<file path="src/rtl/i2cscp_pkg.sv">
// i2cscp_pkg: shared types and constants of the command packet port
// no dependencies; imported by every module
`default_nettype none

package i2cscp_pkg;

  localparam int RECV_DEPTH_DEF = 16;
  localparam int REPLY_BYTES    = 6;
  localparam logic [7:0] BYTE_ONES = 8'hff;

  localparam logic [2:0] CMD_ADDR_MATCH = 3'd0;
  localparam logic [2:0] CMD_TX_REQ     = 3'd1;
  localparam logic [2:0] CMD_TX_NAK     = 3'd2;
  localparam logic [2:0] CMD_RX_BYTE    = 3'd3;
  localparam logic [2:0] CMD_STOP       = 3'd4;
  localparam logic [2:0] CMD_LOAD_WORD  = 3'd5;
  localparam logic [2:0] CMD_DONE       = 3'd6;
  localparam logic [2:0] CMD_READ       = 3'd7;

  localparam logic [1:0] SLOT_COUNT = 2'd3;

  typedef struct packed {
    logic [2:0]  command;
    logic [7:0]  rx_byte;
    logic [1:0]  word_slot;
    logic [15:0] word_value;
    logic [3:0]  read_index;
  } item_t;

  typedef struct packed {
    logic       halt_set;
    logic       dropped;
    logic       ready;
    logic [7:0] count;
    logic [7:0] read_data;
  } recv_stat_t;

  typedef struct packed {
    logic [7:0] tx_byte;
    logic       tx_valid;
  } reply_stat_t;

endpackage

`default_nettype wire

</file>
<file path="src/rtl/i2cscp_if.sv">
// i2cscp_cmd_if / i2cscp_res_if: valid-ready channels for event and result beats
// no dependencies
`default_nettype none

interface i2cscp_cmd_if;
  logic        valid;
  logic        ready;
  logic [2:0]  command;
  logic [7:0]  rx_byte;
  logic [1:0]  word_slot;
  logic [15:0] word_value;
  logic [3:0]  read_index;

  modport source (output valid, command, rx_byte, word_slot, word_value, read_index,
                  input ready);
  modport sink (input valid, command, rx_byte, word_slot, word_value, read_index,
                output ready);
endinterface

interface i2cscp_res_if;
  logic       valid;
  logic       ready;
  logic [7:0] tx_byte;
  logic       tx_valid;
  logic       power_off;
  logic       ready_res;
  logic [7:0] recv_count;
  logic [7:0] read_data;
  logic       rx_dropped;

  modport source (output valid, tx_byte, tx_valid, power_off, ready_res, recv_count,
                  read_data, rx_dropped, input ready);
  modport sink (input valid, tx_byte, tx_valid, power_off, ready_res, recv_count,
                read_data, rx_dropped, output ready);
endinterface

`default_nettype wire

</file>
<file path="src/rtl/i2cscp_recv.sv">
// i2cscp_recv: receive packet state, length tracking and receive store memory
// depends on i2cscp_pkg
`default_nettype none

module i2cscp_recv
  import i2cscp_pkg::*;
#(
  parameter int RECV_DEPTH = RECV_DEPTH_DEF
) (
  input  wire logic       clk,
  input  wire logic       rst_n,
  input  wire logic       acc,
  input  wire logic [3:0] acc_index,
  input  wire logic       go,
  input  wire item_t      item,
  output recv_stat_t      stat
);

  localparam int ADDR_W = $clog2(RECV_DEPTH);
  localparam int POS_W  = $clog2(RECV_DEPTH + 1);
  localparam logic [POS_W-1:0] POS_LIMIT = POS_W'(RECV_DEPTH);
  localparam logic [7:0] DEPTH_B = 8'(RECV_DEPTH);

  logic [7:0] mem [RECV_DEPTH];

  logic [POS_W-1:0] recv_pos_r, recv_pos_nxt;
  logic [7:0]       packet_len_r, packet_len_nxt;
  logic             got_len_r, got_len_nxt;
  logic             ready_r, ready_nxt;
  logic [7:0]       rd_r;

  logic              we;
  logic              halt_set;
  logic              dropped;
  logic [ADDR_W-1:0] waddr;
  logic [ADDR_W-1:0] raddr;
  logic [7:0]        acc_idx_b;
  logic              acc_in_range;
  logic              item_in_range;
  logic [8:0]        pos_p1;
  logic              room;

  assign waddr  = recv_pos_r[ADDR_W-1:0];
  assign pos_p1 = 9'(recv_pos_r) + 9'd1;
  assign room   = (recv_pos_r < POS_LIMIT) && (pos_p1 < {1'b0, packet_len_r});

  always_comb begin
    recv_pos_nxt   = recv_pos_r;
    packet_len_nxt = packet_len_r;
    got_len_nxt    = got_len_r;
    ready_nxt      = ready_r;
    we             = 1'b0;
    halt_set       = 1'b0;
    dropped        = 1'b0;
    if (go) begin
      case (item.command)
        CMD_ADDR_MATCH: begin
          recv_pos_nxt = '0;
          got_len_nxt  = 1'b0;
        end
        CMD_RX_BYTE: begin
          if (!got_len_r) begin
            packet_len_nxt = item.rx_byte;
            if (item.rx_byte == 8'd0) begin
              halt_set = 1'b1;
            end else begin
              got_len_nxt = 1'b1;
            end
          end else if (room) begin
            we           = 1'b1;
            recv_pos_nxt = recv_pos_r + POS_W'(1);
          end else begin
            dropped = 1'b1;
          end
        end
        CMD_STOP: ready_nxt = 1'b1;
        CMD_DONE: ready_nxt = 1'b0;
        default: ;
      endcase
    end
  end

  // read at accept, forwarding a write that lands on the same edge
  assign acc_idx_b    = {4'd0, acc_index};
  assign acc_in_range = acc_idx_b < DEPTH_B;
  assign raddr        = acc_idx_b[ADDR_W-1:0];

  always_ff @(posedge clk) begin
    if (we) begin
      mem[waddr] <= item.rx_byte;
    end
    if (acc) begin
      if (we && (waddr == raddr)) begin
        rd_r <= item.rx_byte;
      end else if (acc_in_range) begin
        rd_r <= mem[raddr];
      end else begin
        rd_r <= 8'd0;
      end
    end
  end

  always_ff @(posedge clk) begin
    if (!rst_n) begin
      recv_pos_r   <= '0;
      packet_len_r <= 8'd0;
      got_len_r    <= 1'b0;
      ready_r      <= 1'b0;
    end else begin
      recv_pos_r   <= recv_pos_nxt;
      packet_len_r <= packet_len_nxt;
      got_len_r    <= got_len_nxt;
      ready_r      <= ready_nxt;
    end
  end

  assign item_in_range  = {4'd0, item.read_index} < DEPTH_B;
  assign stat.halt_set  = halt_set;
  assign stat.dropped   = dropped;
  assign stat.ready     = ready_nxt;
  assign stat.count     = ready_nxt ? ((packet_len_nxt - 8'd1) & BYTE_ONES) : 8'd0;
  assign stat.read_data = (item.command == CMD_READ && item_in_range) ? rd_r : 8'd0;

endmodule

`default_nettype wire

</file>
<file path="src/rtl/i2cscp_reply.sv">
// i2cscp_reply: staged reply words, transmit snapshot and send position
// depends on i2cscp_pkg
`default_nettype none

module i2cscp_reply
  import i2cscp_pkg::*;
(
  input  wire logic  clk,
  input  wire logic  rst_n,
  input  wire logic  go,
  input  wire item_t item,
  output reply_stat_t stat
);

  localparam logic [2:0] SEND_END = 3'(REPLY_BYTES);

  logic [7:0] staged_r [REPLY_BYTES];
  logic [7:0] snap_r   [REPLY_BYTES];
  logic [2:0] send_pos_r, send_pos_nxt;

  logic       is_tx;
  logic       take_snap;
  logic       load_ok;
  logic [2:0] lo_idx;
  logic [2:0] hi_idx;

  assign is_tx     = (item.command == CMD_TX_REQ) || (item.command == CMD_TX_NAK);
  assign take_snap = go && is_tx && (send_pos_r == 3'd0);
  assign load_ok   = go && (item.command == CMD_LOAD_WORD) && (item.word_slot < SLOT_COUNT);
  assign hi_idx    = {item.word_slot, 1'b0};
  assign lo_idx    = {item.word_slot, 1'b1};

  always_comb begin
    send_pos_nxt  = send_pos_r;
    stat.tx_valid = 1'b0;
    stat.tx_byte  = 8'd0;
    if (item.command == CMD_TX_REQ) begin
      stat.tx_valid = 1'b1;
      if (send_pos_r == 3'd0) begin
        stat.tx_byte = staged_r[0];
      end else if (send_pos_r < SEND_END) begin
        stat.tx_byte = snap_r[send_pos_r];
      end
    end
    if (go) begin
      case (item.command)
        CMD_ADDR_MATCH: send_pos_nxt = 3'd0;
        CMD_TX_REQ: begin
          if (send_pos_r < SEND_END) begin
            send_pos_nxt = send_pos_r + 3'd1;
          end
        end
        default: ;
      endcase
    end
  end

  always_ff @(posedge clk) begin
    if (!rst_n) begin
      send_pos_r <= 3'd0;
      for (int i = 0; i < REPLY_BYTES; i++) begin
        staged_r[i] <= 8'd0;
        snap_r[i]   <= 8'd0;
      end
    end else begin
      send_pos_r <= send_pos_nxt;
      if (take_snap) begin
        for (int i = 0; i < REPLY_BYTES; i++) begin
          snap_r[i] <= staged_r[i];
        end
      end
      if (load_ok) begin
        staged_r[hi_idx] <= item.word_value[15:8];
        staged_r[lo_idx] <= item.word_value[7:0];
      end
    end
  end

endmodule

`default_nettype wire

</file>
<file path="src/rtl/i2c_slave_command_packet_port_core.sv">
// i2c_slave_command_packet_port_core: top level of the command packet port
// depends on i2cscp_pkg, i2cscp_if, i2cscp_recv, i2cscp_reply
//
//  channel  | dir | beat contents
//  in_if    | in  | command, rx_byte, word_slot, word_value, read_index
//  out_if   | out | tx_byte, tx_valid, power_off, ready_res, recv_count, read_data, rx_dropped
//
// one beat per cycle sustained while out_if is not stalled; each beat passes the input register,
// then the state update and result register
// the receive store is read on the accept edge, with a bypass for a same-edge write
// a stall on out_if holds the result register and the input register; in_if.ready
// stays high while the input register is free
// rst_n clears control state, reply bytes and the power-off latch; the store is not cleared
`default_nettype none

module i2c_slave_command_packet_port_core
  import i2cscp_pkg::*;
#(
  parameter int RECV_DEPTH = RECV_DEPTH_DEF
) (
  input  wire logic     clk,
  input  wire logic     rst_n,
  i2cscp_cmd_if.sink    in_if,
  i2cscp_res_if.source  out_if
);

  logic        s1_v_r;
  item_t       s1_item_r;
  logic        out_v_r;
  logic [7:0]  tx_byte_r;
  logic        tx_valid_r;
  logic        power_off_r;
  logic        ready_res_r;
  logic [7:0]  recv_count_r;
  logic [7:0]  read_data_r;
  logic        rx_dropped_r;
  logic        halted_r, halted_nxt;

  logic        adv;
  logic        acc;
  logic        go;
  item_t       in_item;
  recv_stat_t  rstat;
  reply_stat_t tstat;

  assign adv         = s1_v_r && (!out_v_r || out_if.ready);
  assign in_if.ready = !s1_v_r || adv;
  assign acc         = in_if.valid && in_if.ready;
  assign go          = adv && !halted_r;
  assign halted_nxt  = halted_r || (go && rstat.halt_set);

  assign in_item.command    = in_if.command;
  assign in_item.rx_byte    = in_if.rx_byte;
  assign in_item.word_slot  = in_if.word_slot;
  assign in_item.word_value = in_if.word_value;
  assign in_item.read_index = in_if.read_index;

  i2cscp_recv #(
    .RECV_DEPTH(RECV_DEPTH)
  ) u_recv (
    .clk      (clk),
    .rst_n    (rst_n),
    .acc      (acc),
    .acc_index(in_if.read_index),
    .go       (go),
    .item     (s1_item_r),
    .stat     (rstat)
  );

  i2cscp_reply u_reply (
    .clk  (clk),
    .rst_n(rst_n),
    .go   (go),
    .item (s1_item_r),
    .stat (tstat)
  );

  always_ff @(posedge clk) begin
    if (!rst_n) begin
      s1_v_r   <= 1'b0;
      out_v_r  <= 1'b0;
      halted_r <= 1'b0;
    end else begin
      halted_r <= halted_nxt;
      if (acc) begin
        s1_v_r <= 1'b1;
      end else if (adv) begin
        s1_v_r <= 1'b0;
      end
      if (adv) begin
        out_v_r <= 1'b1;
      end else if (out_if.ready) begin
        out_v_r <= 1'b0;
      end
    end
  end

  always_ff @(posedge clk) begin
    if (acc) begin
      s1_item_r <= in_item;
    end
    if (adv) begin
      if (halted_nxt) begin
        tx_byte_r    <= 8'd0;
        tx_valid_r   <= 1'b0;
        power_off_r  <= 1'b1;
        ready_res_r  <= 1'b0;
        recv_count_r <= 8'd0;
        read_data_r  <= 8'd0;
        rx_dropped_r <= 1'b0;
      end else begin
        tx_byte_r    <= tstat.tx_byte;
        tx_valid_r   <= tstat.tx_valid;
        power_off_r  <= 1'b0;
        ready_res_r  <= rstat.ready;
        recv_count_r <= rstat.count;
        read_data_r  <= rstat.read_data;
        rx_dropped_r <= rstat.dropped;
      end
    end
  end

  assign out_if.valid      = out_v_r;
  assign out_if.tx_byte    = tx_byte_r;
  assign out_if.tx_valid   = tx_valid_r;
  assign out_if.power_off  = power_off_r;
  assign out_if.ready_res  = ready_res_r;
  assign out_if.recv_count = recv_count_r;
  assign out_if.read_data  = read_data_r;
  assign out_if.rx_dropped = rx_dropped_r;

endmodule

`default_nettype wire
</file>
<file path="src/flat_wrapper.sv">
// flat-port wrapper written by rule: the top's interface ports become plain ports
module i2c_slave_command_packet_port_core_flat import i2cscp_pkg::*;
#(
  parameter int RECV_DEPTH = RECV_DEPTH_DEF
)
  (clk, rst_n, in_if_valid, in_if_command, in_if_rx_byte, in_if_word_slot, in_if_word_value, in_if_read_index, in_if_ready, out_if_valid, out_if_tx_byte, out_if_tx_valid, out_if_power_off, out_if_ready_res, out_if_recv_count, out_if_read_data, out_if_rx_dropped, out_if_ready);
  i2cscp_cmd_if in_if_i ();
  i2cscp_res_if out_if_i ();
  input  wire logic clk;
  input  wire logic rst_n;
  input wire logic [$bits(in_if_i.valid)-1:0] in_if_valid;
  input wire logic [$bits(in_if_i.command)-1:0] in_if_command;
  input wire logic [$bits(in_if_i.rx_byte)-1:0] in_if_rx_byte;
  input wire logic [$bits(in_if_i.word_slot)-1:0] in_if_word_slot;
  input wire logic [$bits(in_if_i.word_value)-1:0] in_if_word_value;
  input wire logic [$bits(in_if_i.read_index)-1:0] in_if_read_index;
  output wire logic [$bits(in_if_i.ready)-1:0] in_if_ready;
  output wire logic [$bits(out_if_i.valid)-1:0] out_if_valid;
  output wire logic [$bits(out_if_i.tx_byte)-1:0] out_if_tx_byte;
  output wire logic [$bits(out_if_i.tx_valid)-1:0] out_if_tx_valid;
  output wire logic [$bits(out_if_i.power_off)-1:0] out_if_power_off;
  output wire logic [$bits(out_if_i.ready_res)-1:0] out_if_ready_res;
  output wire logic [$bits(out_if_i.recv_count)-1:0] out_if_recv_count;
  output wire logic [$bits(out_if_i.read_data)-1:0] out_if_read_data;
  output wire logic [$bits(out_if_i.rx_dropped)-1:0] out_if_rx_dropped;
  input wire logic [$bits(out_if_i.ready)-1:0] out_if_ready;
  assign in_if_i.valid = in_if_valid;
  assign in_if_i.command = in_if_command;
  assign in_if_i.rx_byte = in_if_rx_byte;
  assign in_if_i.word_slot = in_if_word_slot;
  assign in_if_i.word_value = in_if_word_value;
  assign in_if_i.read_index = in_if_read_index;
  assign in_if_ready = in_if_i.ready;
  assign out_if_valid = out_if_i.valid;
  assign out_if_tx_byte = out_if_i.tx_byte;
  assign out_if_tx_valid = out_if_i.tx_valid;
  assign out_if_power_off = out_if_i.power_off;
  assign out_if_ready_res = out_if_i.ready_res;
  assign out_if_recv_count = out_if_i.recv_count;
  assign out_if_read_data = out_if_i.read_data;
  assign out_if_rx_dropped = out_if_i.rx_dropped;
  assign out_if_i.ready = out_if_ready;
  i2c_slave_command_packet_port_core #(.RECV_DEPTH(RECV_DEPTH)) u_core (.clk(clk), .rst_n(rst_n), .in_if(in_if_i), .out_if(out_if_i));
endmodule
</file>
<file path="config.mk">
export PLATFORM = sky130hd
export DESIGN_NAME = i2c_slave_command_packet_port_core_flat
export DESIGN_NICKNAME = d
export VERILOG_FILES = /design/src/rtl/i2cscp_pkg.sv /design/src/rtl/i2cscp_if.sv /design/src/rtl/i2cscp_recv.sv /design/src/rtl/i2cscp_reply.sv /design/src/rtl/i2c_slave_command_packet_port_core.sv /design/src/flat_wrapper.sv
export SDC_FILE = /design/constraint.sdc
export NUM_CORES = 1
export LEC_CHECK = 0
export BUFFER_PORTS_ARGS = -buffer_cell sky130_fd_sc_hd__buf_2
export CAP_MARGIN = 30
export CORE_MARGIN = 2
export CORE_UTILIZATION = 61
export DETAILED_ROUTE_END_ITERATION = 10
export GPL_ROUTABILITY_DRIVEN = 0
export PLACE_DENSITY = 0.77
export REMOVE_ABC_BUFFERS = 1
export SETUP_SLACK_MARGIN = 0.3
export SYNTH_ARGS = -nofsm -noshare
export SYNTH_HDL_FRONTEND = slang
export SYNTH_SLANG_ARGS = --single-unit
export TNS_END_PERCENT = 1
</file>
<file path="constraint.sdc">
create_clock -name clk -period 3.8 [get_ports clk]
set_clock_uncertainty 0.05 [all_clocks]
set_input_delay 0.38 -clock clk [delete_from_list [all_inputs] [get_ports clk]]
set_output_delay 0.38 -clock clk [all_outputs]
set_load 0.02 [all_outputs]
</file>
==> results.json, run 1 <==
{
  "crit_required_ns": 3.94,
  "relSlewSlack_pct": 36.2,
  "path_max_fanout": 11,
  "power_w": 0.00723,
  "syn-cell-area_mm2": 0.0128,
  "clock_power_share_pct": 41.4,
  "hold_path.class": "in2reg",
  "drc": 0,
  "clock_latency_ns": 0.55,
  "htree_levels": 1,
  "cts_made_buffers": 30,
  "start_kind": "flip-flop",
  "fmax_mhz": 303,
  "num-nets-final": 962,
  "dp_hpwl_mm": 17.1,
  "rsz0062_at_grt": "true",
  "vdd_drop_max_mv": 0.387,
  "clock_path_buffers": 3,
  "fin_crit_ns": 3.30,
  "nFillCells": 1274,
  "grt_remaining_overflow": 0,
  "synth_ff_type": "edfxtp_1",
  "p_sw_w": 0.00145,
  "crit_type": "reg2reg",
  "drt-total-wl_mm": 26.8,
  "core_mm2": 0.0208,
  "hold_viol": 0,
  "ys_ff_latch": 313,
  "p_leak_nw": 5.39,
  "antenna_cells": 0,
  "dr_total_vias": 7261,
  "cts_tree": "yes",
  "synth-edff-count": 289,
  "drt.antenna.violating_nets": 0,
  "io_pins": 67,
  "timing.final.crit_share_pct": 86.9,
  "cp.arrival_ns": 3.44,
  "antenna_found_initial": 0,
  "path_clk_slew_ns": 0.06,
  "initial_core_util_pct": 61.5,
  "seqPwrFrac_pct": 53.8,
  "p_per_area_mw_per_mm2": 485,
  "grt_start_max_net_pins": 49,
  "synth_warnings": 0,
  "postSynthAreaPerCell_um2": 16.3,
  "synth_async_sr_flop_share_pct": 0,
  "die_x_um": 149,
  "syn_to_final_growth_pct": 16.5,
  "end_kind": "flip-flop",
  "setup-tns-final_ns": 0,
  "finalMaxSlewViolations": 0,
  "routedWlPerCell_um": 22.2,
  "netlist_instances": 785,
  "switching_share_pct": 20.1,
  "drt_pass1_iterations": 5,
  "tightest_slew_ns": 0.956,
  "vias_per_cell": 6.00,
  "die_h_um": 149,
  "numClockSinks": 313,
  "rows": 53,
  "fin_ws_ns": 0.499,
  "synth_cell_types": 58,
  "drive_above_1_share_pct": 23.4,
  "p_int_w": 0.00578,
  "cts_setup_buffers": 0,
  "reg2reg_slack_ns": 0.50,
  "grt_use_total_pct": 25.0,
  "die-area_mm2": 0.0222,
  "power_frac_comb_pct": 4.8,
  "outcome": "finished, final reports clean",
  "drtIter0Drc": 515,
  "setup_violations": 0,
  "cts-root-buf": "clkbuf_16",
  "portBuffers": 66,
  "grt_pass1_wl_mm": 41.5,
  "drv_cap": 0,
  "dp_worst_setup_slack_ns": 0.525,
  "first_global_vias": 7508,
  "ys_seq_area_share_pct": 71.5
}
[stage by stage]
stage,area [µm²],std cells,util (%),hold slack (ns)
floorplan,12600,747,-,0.420
global placement,13600,1126,65.4,0.444
detailed placement,13600,1126,65.4,0.453
CTS,14900,1209,71.6,0.0404
global route,14900,1210,71.7,0.0878
finish,14900,1210,71.7,0.0517
[final timing paths]
kind         cells past startpoint                           from                           to
max                             10    u_core.u_recv.recv_pos_r[1]     u_core.u_recv.mem[12][0]
min reg2reg                      1  u_core.u_reply.staged_r[4][2]  u_core.u_reply.snap_r[4][2]
min                              3                    in_if_valid                u_core.s1_v_r
max reg2reg                     10    u_core.u_recv.recv_pos_r[1]     u_core.u_recv.mem[12][0]
[placed cells by master (no fill, tap or decap), types with 3 or more instances in the layout]
cell type and n:
a211oi_1 4, a21boi_0 11, a21oi_1 6, a221oi_1 8
a22oi_1 16, a31o_2 9, and2_1 94, and3_1 18
buf_2 66, buf_4 37, bufinv_16 5, clkbuf_1 8
clkbuf_16 30, clkinv_1 7, dfxtp_1 24, dlygate4sd3_1 29
edfxtp_1 289, ha_1 12, inv_1 16, mux2_2 8
mux2i_1 10, mux4_2 40, nand2_1 34, nand2b_1 6
nand3_1 9, nand4_1 6, nor2_1 41, nor2b_1 14
nor3_1 6, nor4_1 5, o21ai_0 8, o31ai_1 3
xnor2_1 9, xor2_1 7
[Yosys cell counts (all sizes together) (7+ instances only)]
cell type | number | area, µm²
edfxtp | 289 | 8680
and2 | 95 | 594
nor2 | 43 | 161
mux4 | 40 | 901
nand2 | 37 | 154
dfxtp | 24 | 480
clkbuf | 21 | 78.8
and3 | 18 | 113
buf | 17 | 95.1
inv | 17 | 63.8
a22oi | 16 | 120
nor2b | 14 | 87.6
ha | 12 | 150
a21boi | 11 | 82.6
mux2i | 11 | 114
nand3 | 10 | 55.1
a221oi | 9 | 85.1
a31o | 9 | 78.8
xnor2 | 9 | 78.8
mux2 | 8 | 90.1
o21ai | 8 | 40.0
xor2 | 7 | 61.3
[power groups by stage]
stage               logic, W  registers (W)  clock network (W)
floorplan           0.000151        0.00398                  0
global placement    0.000311        0.00396                  0
detailed placement  0.000322        0.00397                  0
CTS                 0.000347        0.00389            0.00304
global route        0.000377        0.00390            0.00318
finish              0.000349        0.00389            0.00299
[cells by family (layout without fill, tap and decap cells)]
kind of cell / after synthesis / in the layout / synth area share [%]
DFF: 313 / 313 / 71.5
and+or+nand+nor: 255 / 255 / 11.3
AOI/OAI and AO/OA: 75 / 75 / 4.45
muxes: 59 / 59 / 8.62
buffers and inverters: 55 / 205 / 1.85
xor gates and xnor gates: 16 / 16 / 1.09
adders and majority gates: 12 / 12 / 1.17
[final cells by class]
type                       instances  area, µm²  area share (%)
sequential                       313       9160            61.4
clock inverter                    16        210            1.41
clock buffer                      38        781            5.23
tap                              275        344            2.31
timing repair buffer             134        938            6.29
multi-input combinational        417       3430            23.0
inverter                          17       63.8           0.428
[state kept, by name (all words and copies together), names as in the netlist, named ones only]
name	cells
u_core.u_recv.mem	128
u_core.u_reply.snap_r	48
u_core.u_reply.staged_r	48
u_core.s1_item_r	29
u_core.out_if.read_data	8
u_core.out_if.recv_count	8
u_core.out_if.tx_byte	8
u_core.u_recv.packet_len_r	8
u_core.u_recv.rd_r	8
u_core.u_recv.recv_pos_r	5
u_core.u_reply.send_pos_r	3
u_core.halted_r	1
u_core.out_if.power_off	1
u_core.out_if.ready_res	1
u_core.out_if.rx_dropped	1
u_core.out_if.tx_valid	1
u_core.out_if.valid	1
u_core.s1_v_r	1
u_core.u_recv.got_len_r	1
u_core.u_recv.ready_r	1
[routing by layer]
metal / GRT usage [%] / share of wire [%]
met3: 3.21 / 5.7
met1: 31.1 / 38
met5: 0 / 0
met4: 7.86 / 2.6
met2: 45.8 / 54
[worst max-delay path: stages, from the launching register on]
cell      delay (ns)
dfxtp_1         0.45
ha_1            0.33
nand2_1         0.12
xnor2_1         0.15
ha_1            0.30
a21oi_1         0.16
o221ai_1        0.18
a211oi_1        0.29
buf_4           0.23
nand3_1         0.17
nor2_1          0.51
[timing repair]
action                                  4_1_cts  5_1_grt
hold buffers                                 29        0
endpoints found under the hold margin        29        0
endpoints found under the setup margin        0       16
resized for setup                             0        1
Power figures use the tool's default switching activity.
==> run 2, diff against run 1 <==
Settings changed: ABC_AREA set to 1.
==> results.json, run 2 <==
{
  "dr_total_vias": 8701,
  "end_kind": "flip-flop",
  "first_global_vias": 8577,
  "cts_tree": "yes",
  "synth_area_leaders": "edfxtp_1 (66%), inv_1 (5.5%), nor2_1 (4.6%), nand2_1 (4.2%), dfxtp_1 (3.6%)",
  "startpoint": "u_core.u_recv.recv_pos_r[2]",
  "synth_cell_types": 38,
  "die_h_um": 151,
  "clock_latency_ns": 0.55,
  "portBuffers": 66,
  "tightest_slew_ns": 1.04,
  "vias_per_cell": 5.51,
  "rsz0062_at_grt": "true",
  "final_cells": 1580,
  "yosys.area.top_type_share_pct": 65.5,
  "postSynthAreaPerCell_um2": 11.2,
  "ys_seq_area_share_pct": 69.1,
  "reg2reg_depth": 13,
  "num-nets-final": 1334,
  "antenna_found_initial": 0,
  "cts_setup_buffers": 0,
  "synth_ff_type": "edfxtp_1",
  "path_clk_slew_ns": 0.06,
  "dp_cells": 1498,
  "setup-tns-final_ns": 0,
  "cts_made_buffers": 31,
  "hold_path.class": "in2reg",
  "cp.arrival_ns": 3.49,
  "drv_cap": 0,
  "die_x_um": 151,
  "start_kind": "flip-flop",
  "timing.rr.end": "u_core.u_recv.mem[10][2]",
  "multiInputGateArea_mm2": 0.00316,
  "grt_use_total_pct": 25.8,
  "crit_required_ns": 3.93,
  "die-area_mm2": 0.0229,
  "nFillCells": 1421,
  "grt_start_max_net_pins": 76,
  "cts-root-buf": "clkbuf_16",
  "yosysMostFrequentCell": "edfxtp_1",
  "core_mm2": 0.0212,
  "routedWlPerCell_um": 18.1,
  "reg2reg_slack_ns": 0.45,
  "rows": 53,
  "grt_pass1_wl_mm": 44.6,
  "largest_reg_flops": 128,
  "synth_largest_area_cell": "edfxtp_1",
  "p_leak_nw": 6.13,
  "fin_crit_ns": 3.35,
  "ys_top_cells_by_count": "edfxtp_1 (289), inv_1 (194), nor2_1 (162), nand2_1 (147), o21ai_0 (94)",
  "numClockSinks": 313,
  "final_cell_area_mm2": 0.0151,
  "regArea_mm2": 0.00916,
  "critPathCapture": "u_core.u_recv.mem[10][2]",
  "drc": 0,
  "drt.antenna.violating_nets": 0,
  "outcome": "finished, final reports clean",
  "hold_viol": 0,
  "relSlewSlack_pct": 30.4,
  "fmax_mhz": 298,
  "syn_to_final_growth_pct": 14.2,
  "synth_async_sr_flop_share_pct": 0,
  "drt-total-wl_mm": 28.5,
  "synth_warnings": 0,
  "syn-cell-area_mm2": 0.0132,
  "netlist_instances": 1185,
  "final_common_cell": "edfxtp_1",
  "dpl-instance-area_mm2": 0.0139,
  "drt_pass1_iterations": 5,
  "clock_path_buffers": 3,
  "io_pins": 67,
  "htree_levels": 1,
  "most-common-layout-cells": "edfxtp_1 (289), inv_1 (194), nor2_1 (154), nand2_1 (147), o21ai_0 (93)",
  "reg.largest.list": "u_core.u_recv.mem (128), u_core.u_reply.snap_r (48), u_core.u_reply.staged_r (48)",
  "initial_core_util_pct": 62.6,
  "finalMaxSlewViolations": 0,
  "ys_ff_latch": 313,
  "top_register": "u_core.u_recv.mem",
  "drive_above_1_share_pct": 13.1,
  "setup_violations": 0,
  "crit_type": "reg2reg",
  "p_per_area_mw_per_mm2": 478,
  "vdd_drop_max_mv": 0.430,
  "grt_remaining_overflow": 0,
  "r2r_start": "u_core.u_recv.recv_pos_r[2]",
  "drtIter0Drc": 948,
  "antenna_cells": 0,
  "synth-edff-count": 289,
  "path_max_fanout": 8,
  "timing.final.crit_share_pct": 88.3,
  "dp_hpwl_mm": 18.2
}
==> run 2: cell types whose count changed after synthesis, sizes merged, moves of 20 or more <==
cell,change
a21oi,+72
o21ai,+92
nand2,+119
mux4,-40
inv,+181
o211ai,+20
and2,-95
nand3,+39
nor2,+128
==> run 2: how the worst min path moves through the flow <==
stage	from	end	slack, ns	depth (start not counted)
after floorplan	u_core.u_reply.send_pos_r[0]	flip-flop	0.41	1
after global placement	u_core.u_reply.send_pos_r[0]	u_core.u_reply.send_pos_r[0]	0.45	1
after detailed placement	u_core.u_reply.send_pos_r[0]	u_core.u_reply.send_pos_r[0]	0.44	1
after CTS	in_if_valid	u_core.s1_v_r	0.05	3
after global routing	in_if_valid	u_core.s1_v_r	0.07	3
final	in_if_valid	u_core.s1_v_r	0.07	3
==> run 2: through the flow <==
step	total power [W]	hold WS [ns]	utilization [%]	setup WS, ns
after CTS	0.00726	0.0488	71.4	0.417
after floorplan	0.00421	0.413	-	-1.07
after global routing	0.00747	0.0712	71.5	0.142
after global placement	0.00438	0.445	65.4	0.579
after detailed placement	0.00440	0.445	65.5	0.451
final	0.00724	0.0659	71.5	0.446
==> run 2: power by group <==
part           total, W  leakage [nW]  internal (W)  switching, W
combinational  0.000456          2.68      0.000142      0.000314
clock           0.00288         0.476       0.00167       0.00121
sequential      0.00390          2.97       0.00386     0.0000439
==> run 2: cells by family (layout without fill, tap and decap cells) <==
family / count (synthesis) / after routing / synth area share [%]
AOI/OAI and AO/OA: 218 / 218 / 9.07
buffers and inverters: 243 / 363 / 7.23
DFF: 313 / 313 / 69.1
and+or+nand+nor: 395 / 395 / 13.2
xor gates and xnor gates: 4 / 4 / 0.264
adders and majority gates: 12 / 12 / 1.13
==> run 2: area by class of cell <==
cell class	instances	area share, %
flip-flops and latches	313	60.5
multi-input cells	629	20.9
clock buffers	32	5.15
repair buffers	111	5.04
inverters	199	4.94
well taps	275	2.27
clock inverters	21	1.17
==> run 2: what timing repair did <==
| item | 4_1_cts | 5_1_grt |
|---|---|---|
| hold buffers | 29 | 0 |
| endpoints found under the hold margin | 29 | 0 |
| gates resized for setup | 0 | 8 |
| endpoints found under the setup margin | 0 | 120 |
==> run 2: worst max-delay path, cell delays in order (launching register included) <==
cell and delay, ns:
dfxtp_1 0.45, nand2_1 0.19, inv_1 0.12, nand2_1 0.07
xor2_1 0.18, inv_1 0.09, ha_1 0.30, a21oi_1 0.15
o21ai_0 0.10, nand2_1 0.06, nand3_1 0.15, nor3_4 0.30
nand2_1 0.24, nor2_1 0.55
==> run 2: routing by layer <==
layer | track usage [%] | wire length (µm) | vias up
li1 | - | - | 4188
met1 | 32.5 | 10700 | 4071
met2 | 45.6 | 14700 | 367
met3 | 3.64 | 2150 | 75
met4 | 9.35 | 935 | 0
met5 | 0 | 0 | -
==> run 3, diff against run 2 <==
Clock period 3.8 ns to 4 ns, I/O delays scaled along.
==> results.json, run 3 (synthesis results as in run 2) <==
{
  "path_cells": "ha_1, nand2_1, xor2_1, inv_1, ha_1, a21oi_1, o21ai_0, nand2_1, nand3_1, nor3_4, nand2_1, nor2_1",
  "portBuffers": 66,
  "vias_per_cell": 5.53,
  "numClockSinks": 313,
  "vdd_drop_max_mv": 0.446,
  "cpMostUsedCell": "nand2_1",
  "fmax_mhz": 298,
  "die_h_um": 151,
  "start_kind": "flip-flop",
  "dr_total_vias": 8754,
  "post_cts_resized": 0,
  "clock_path_buffers": 3,
  "rows": 53,
  "hold_start": "in_if_valid",
  "outcome": "finished, final reports clean",
  "timing.final.crit_share_pct": 83.8,
  "setup_violations": 0,
  "crit_required_ns": 4.13,
  "end_kind": "flip-flop",
  "cts-root-buf": "clkbuf_16",
  "drtIter0Drc": 884,
  "reg2reg_depth": 12,
  "die-area_mm2": 0.0229,
  "grt_use_total_pct": 25.5,
  "dp_hpwl_mm": 17.9,
  "io_pins": 67,
  "path_max_fanout": 8,
  "drt_pass1_iterations": 5,
  "die_x_um": 151,
  "initial_core_util_pct": 62.6,
  "slowest_stage": "nor2_1",
  "rsz0062_at_grt": "false",
  "crit_family": "simple AND/OR/NAND/NOR gates",
  "drv_cap": 0,
  "nFillCells": 1402,
  "hold_viol": 0,
  "drc": 0,
  "antenna_found_initial": 0,
  "drive_above_1_share_pct": 12.5,
  "p_per_area_mw_per_mm2": 462,
  "first_global_vias": 8524,
  "r2r_start": "u_core.u_recv.recv_pos_r[0]",
  "reg.largest.list": "u_core.u_recv.mem (128), u_core.u_reply.snap_r (48), u_core.u_reply.staged_r (48)",
  "hold_path.class": "in2reg",
  "cts_setup_buffers": 0,
  "holdPathEnd": "u_core.s1_v_r",
  "cts_tree": "yes",
  "grt_pass1_wl_mm": 44.3,
  "top_register": "u_core.u_recv.mem",
  "startpoint": "u_core.u_recv.recv_pos_r[0]",
  "largest_reg_flops": 128,
  "routedWlPerCell_um": 18.1,
  "final_common_cell": "edfxtp_1",
  "antenna_cells": 0,
  "cp.arrival_ns": 3.48,
  "crit_type": "reg2reg",
  "setup-tns-final_ns": 0,
  "path_clk_slew_ns": 0.06,
  "htree_levels": 1,
  "syn_to_final_growth_pct": 14.6,
  "worstHoldPathCells": 3,
  "cp_num_buf_inv": 1,
  "fin_ws_ns": 0.649,
  "grt_remaining_overflow": 0,
  "p_leak_nw": 6.15,
  "drt.antenna.violating_nets": 0,
  "cts_made_buffers": 31,
  "drt-total-wl_mm": 28.7,
  "dp_worst_setup_slack_ns": 0.708,
  "most-common-layout-cells": "edfxtp_1 (289), inv_1 (194), nor2_1 (162), nand2_1 (147), o21ai_0 (93)",
  "core_mm2": 0.0212,
  "reg2reg_slack_ns": 0.65,
  "num-nets-final": 1333,
  "fin_crit_ns": 3.35,
  "clock_latency_ns": 0.55,
  "finalMaxSlewViolations": 0,
  "cpPeakStageDelay_ns": 0.57,
  "relSlewSlack_pct": 32.1,
  "timing.rr.end": "u_core.u_recv.mem[1][3]",
  "grt_start_max_net_pins": 100,
  "tightest_slew_ns": 1.02
}
-- run 3: cell count changes in the layout (fill, tap and decap cells not counted), moves of 2 or more --
cell and delta:
buf_4 -2, clkbuf_1 +7, clkbuf_8 +2, clkinv_1 -5, clkinv_2 -2, clkinvlp_4 +2
nor2_1 +8, nor2_2 -8
-- run 3: how the worst max path moves through the flow --
stage / to / slack [ns] / cells after the start
after floorplan: u_core.u_reply.snap_r[0][0] / -0.89 / 6
after global placement: u_core.u_recv.mem[12][0] / 0.79 / 12
after detailed placement: u_core.u_recv.mem[12][5] / 0.71 / 12
after CTS: u_core.u_recv.mem[12][4] / 0.68 / 12
after global routing: u_core.u_recv.mem[4][5] / 0.41 / 12
final: u_core.u_recv.mem[1][3] / 0.65 / 12
-- run 3: worst reg2reg max path: stages (launching register included) --
cell and delay, ns:
dfxtp_1 0.46, ha_1 0.26, nand2_1 0.09, xor2_1 0.18, inv_1 0.08, ha_1 0.29, a21oi_1 0.12, o21ai_0 0.10
nand2_1 0.07, nand3_1 0.14, nor3_4 0.29, nand2_1 0.28, nor2_1 0.57
-- run 3: per-stage QoR --
stage               instances  total power (W)  area [µm²]  hold slack [ns]  util (%)
CTS                      1582          0.00704       15200           0.0702      71.7
global placement         1495          0.00416       13800            0.443      65.3
finish                   1583          0.00702       15200           0.0870      71.8
detailed placement       1496          0.00417       13800            0.454      65.5
floorplan                1141          0.00400       13000            0.413         -
global route             1583          0.00724       15200           0.0838      71.8
-- run 3: layout make-up --
| class | count | area, µm² | area share [%] |
|---|---|---|---|
| Sequential cell | 313 | 9160 | 60.3 |
| Multi-Input combinational cell | 629 | 3140 | 20.7 |
| Clock buffer | 41 | 833 | 5.49 |
| Timing Repair Buffer | 110 | 776 | 5.11 |
| Inverter | 199 | 747 | 4.92 |
| Tap cell | 275 | 344 | 2.27 |
| Clock inverter | 16 | 185 | 1.22 |
-- run 3: power by group --
group	internal [W]	leakage, nW	switching, W
Clock	0.00172	0.493	0.00117
Combinational	0.000136	2.68	0.000298
Sequential	0.00366	2.97	0.0000416
Total	0.00552	6.15	0.00151
-- run 3: timing repair --
| item | CTS | global route |
|---|---|---|
| endpoints found under the hold margin | 29 | 0 |
| hold buffers | 29 | 0 |
| setup endpoints to repair | 0 | 0 |
-- run 3: routing by layer --
metal  track usage, %  vias to the layer above  wire, µm
met3             3.16                       62      1970
met5                0                        -         0
met1             32.5                     4160     11100
met2             45.1                      351     14800
li1                 -                     4181         -
met4             9.16                        0       859
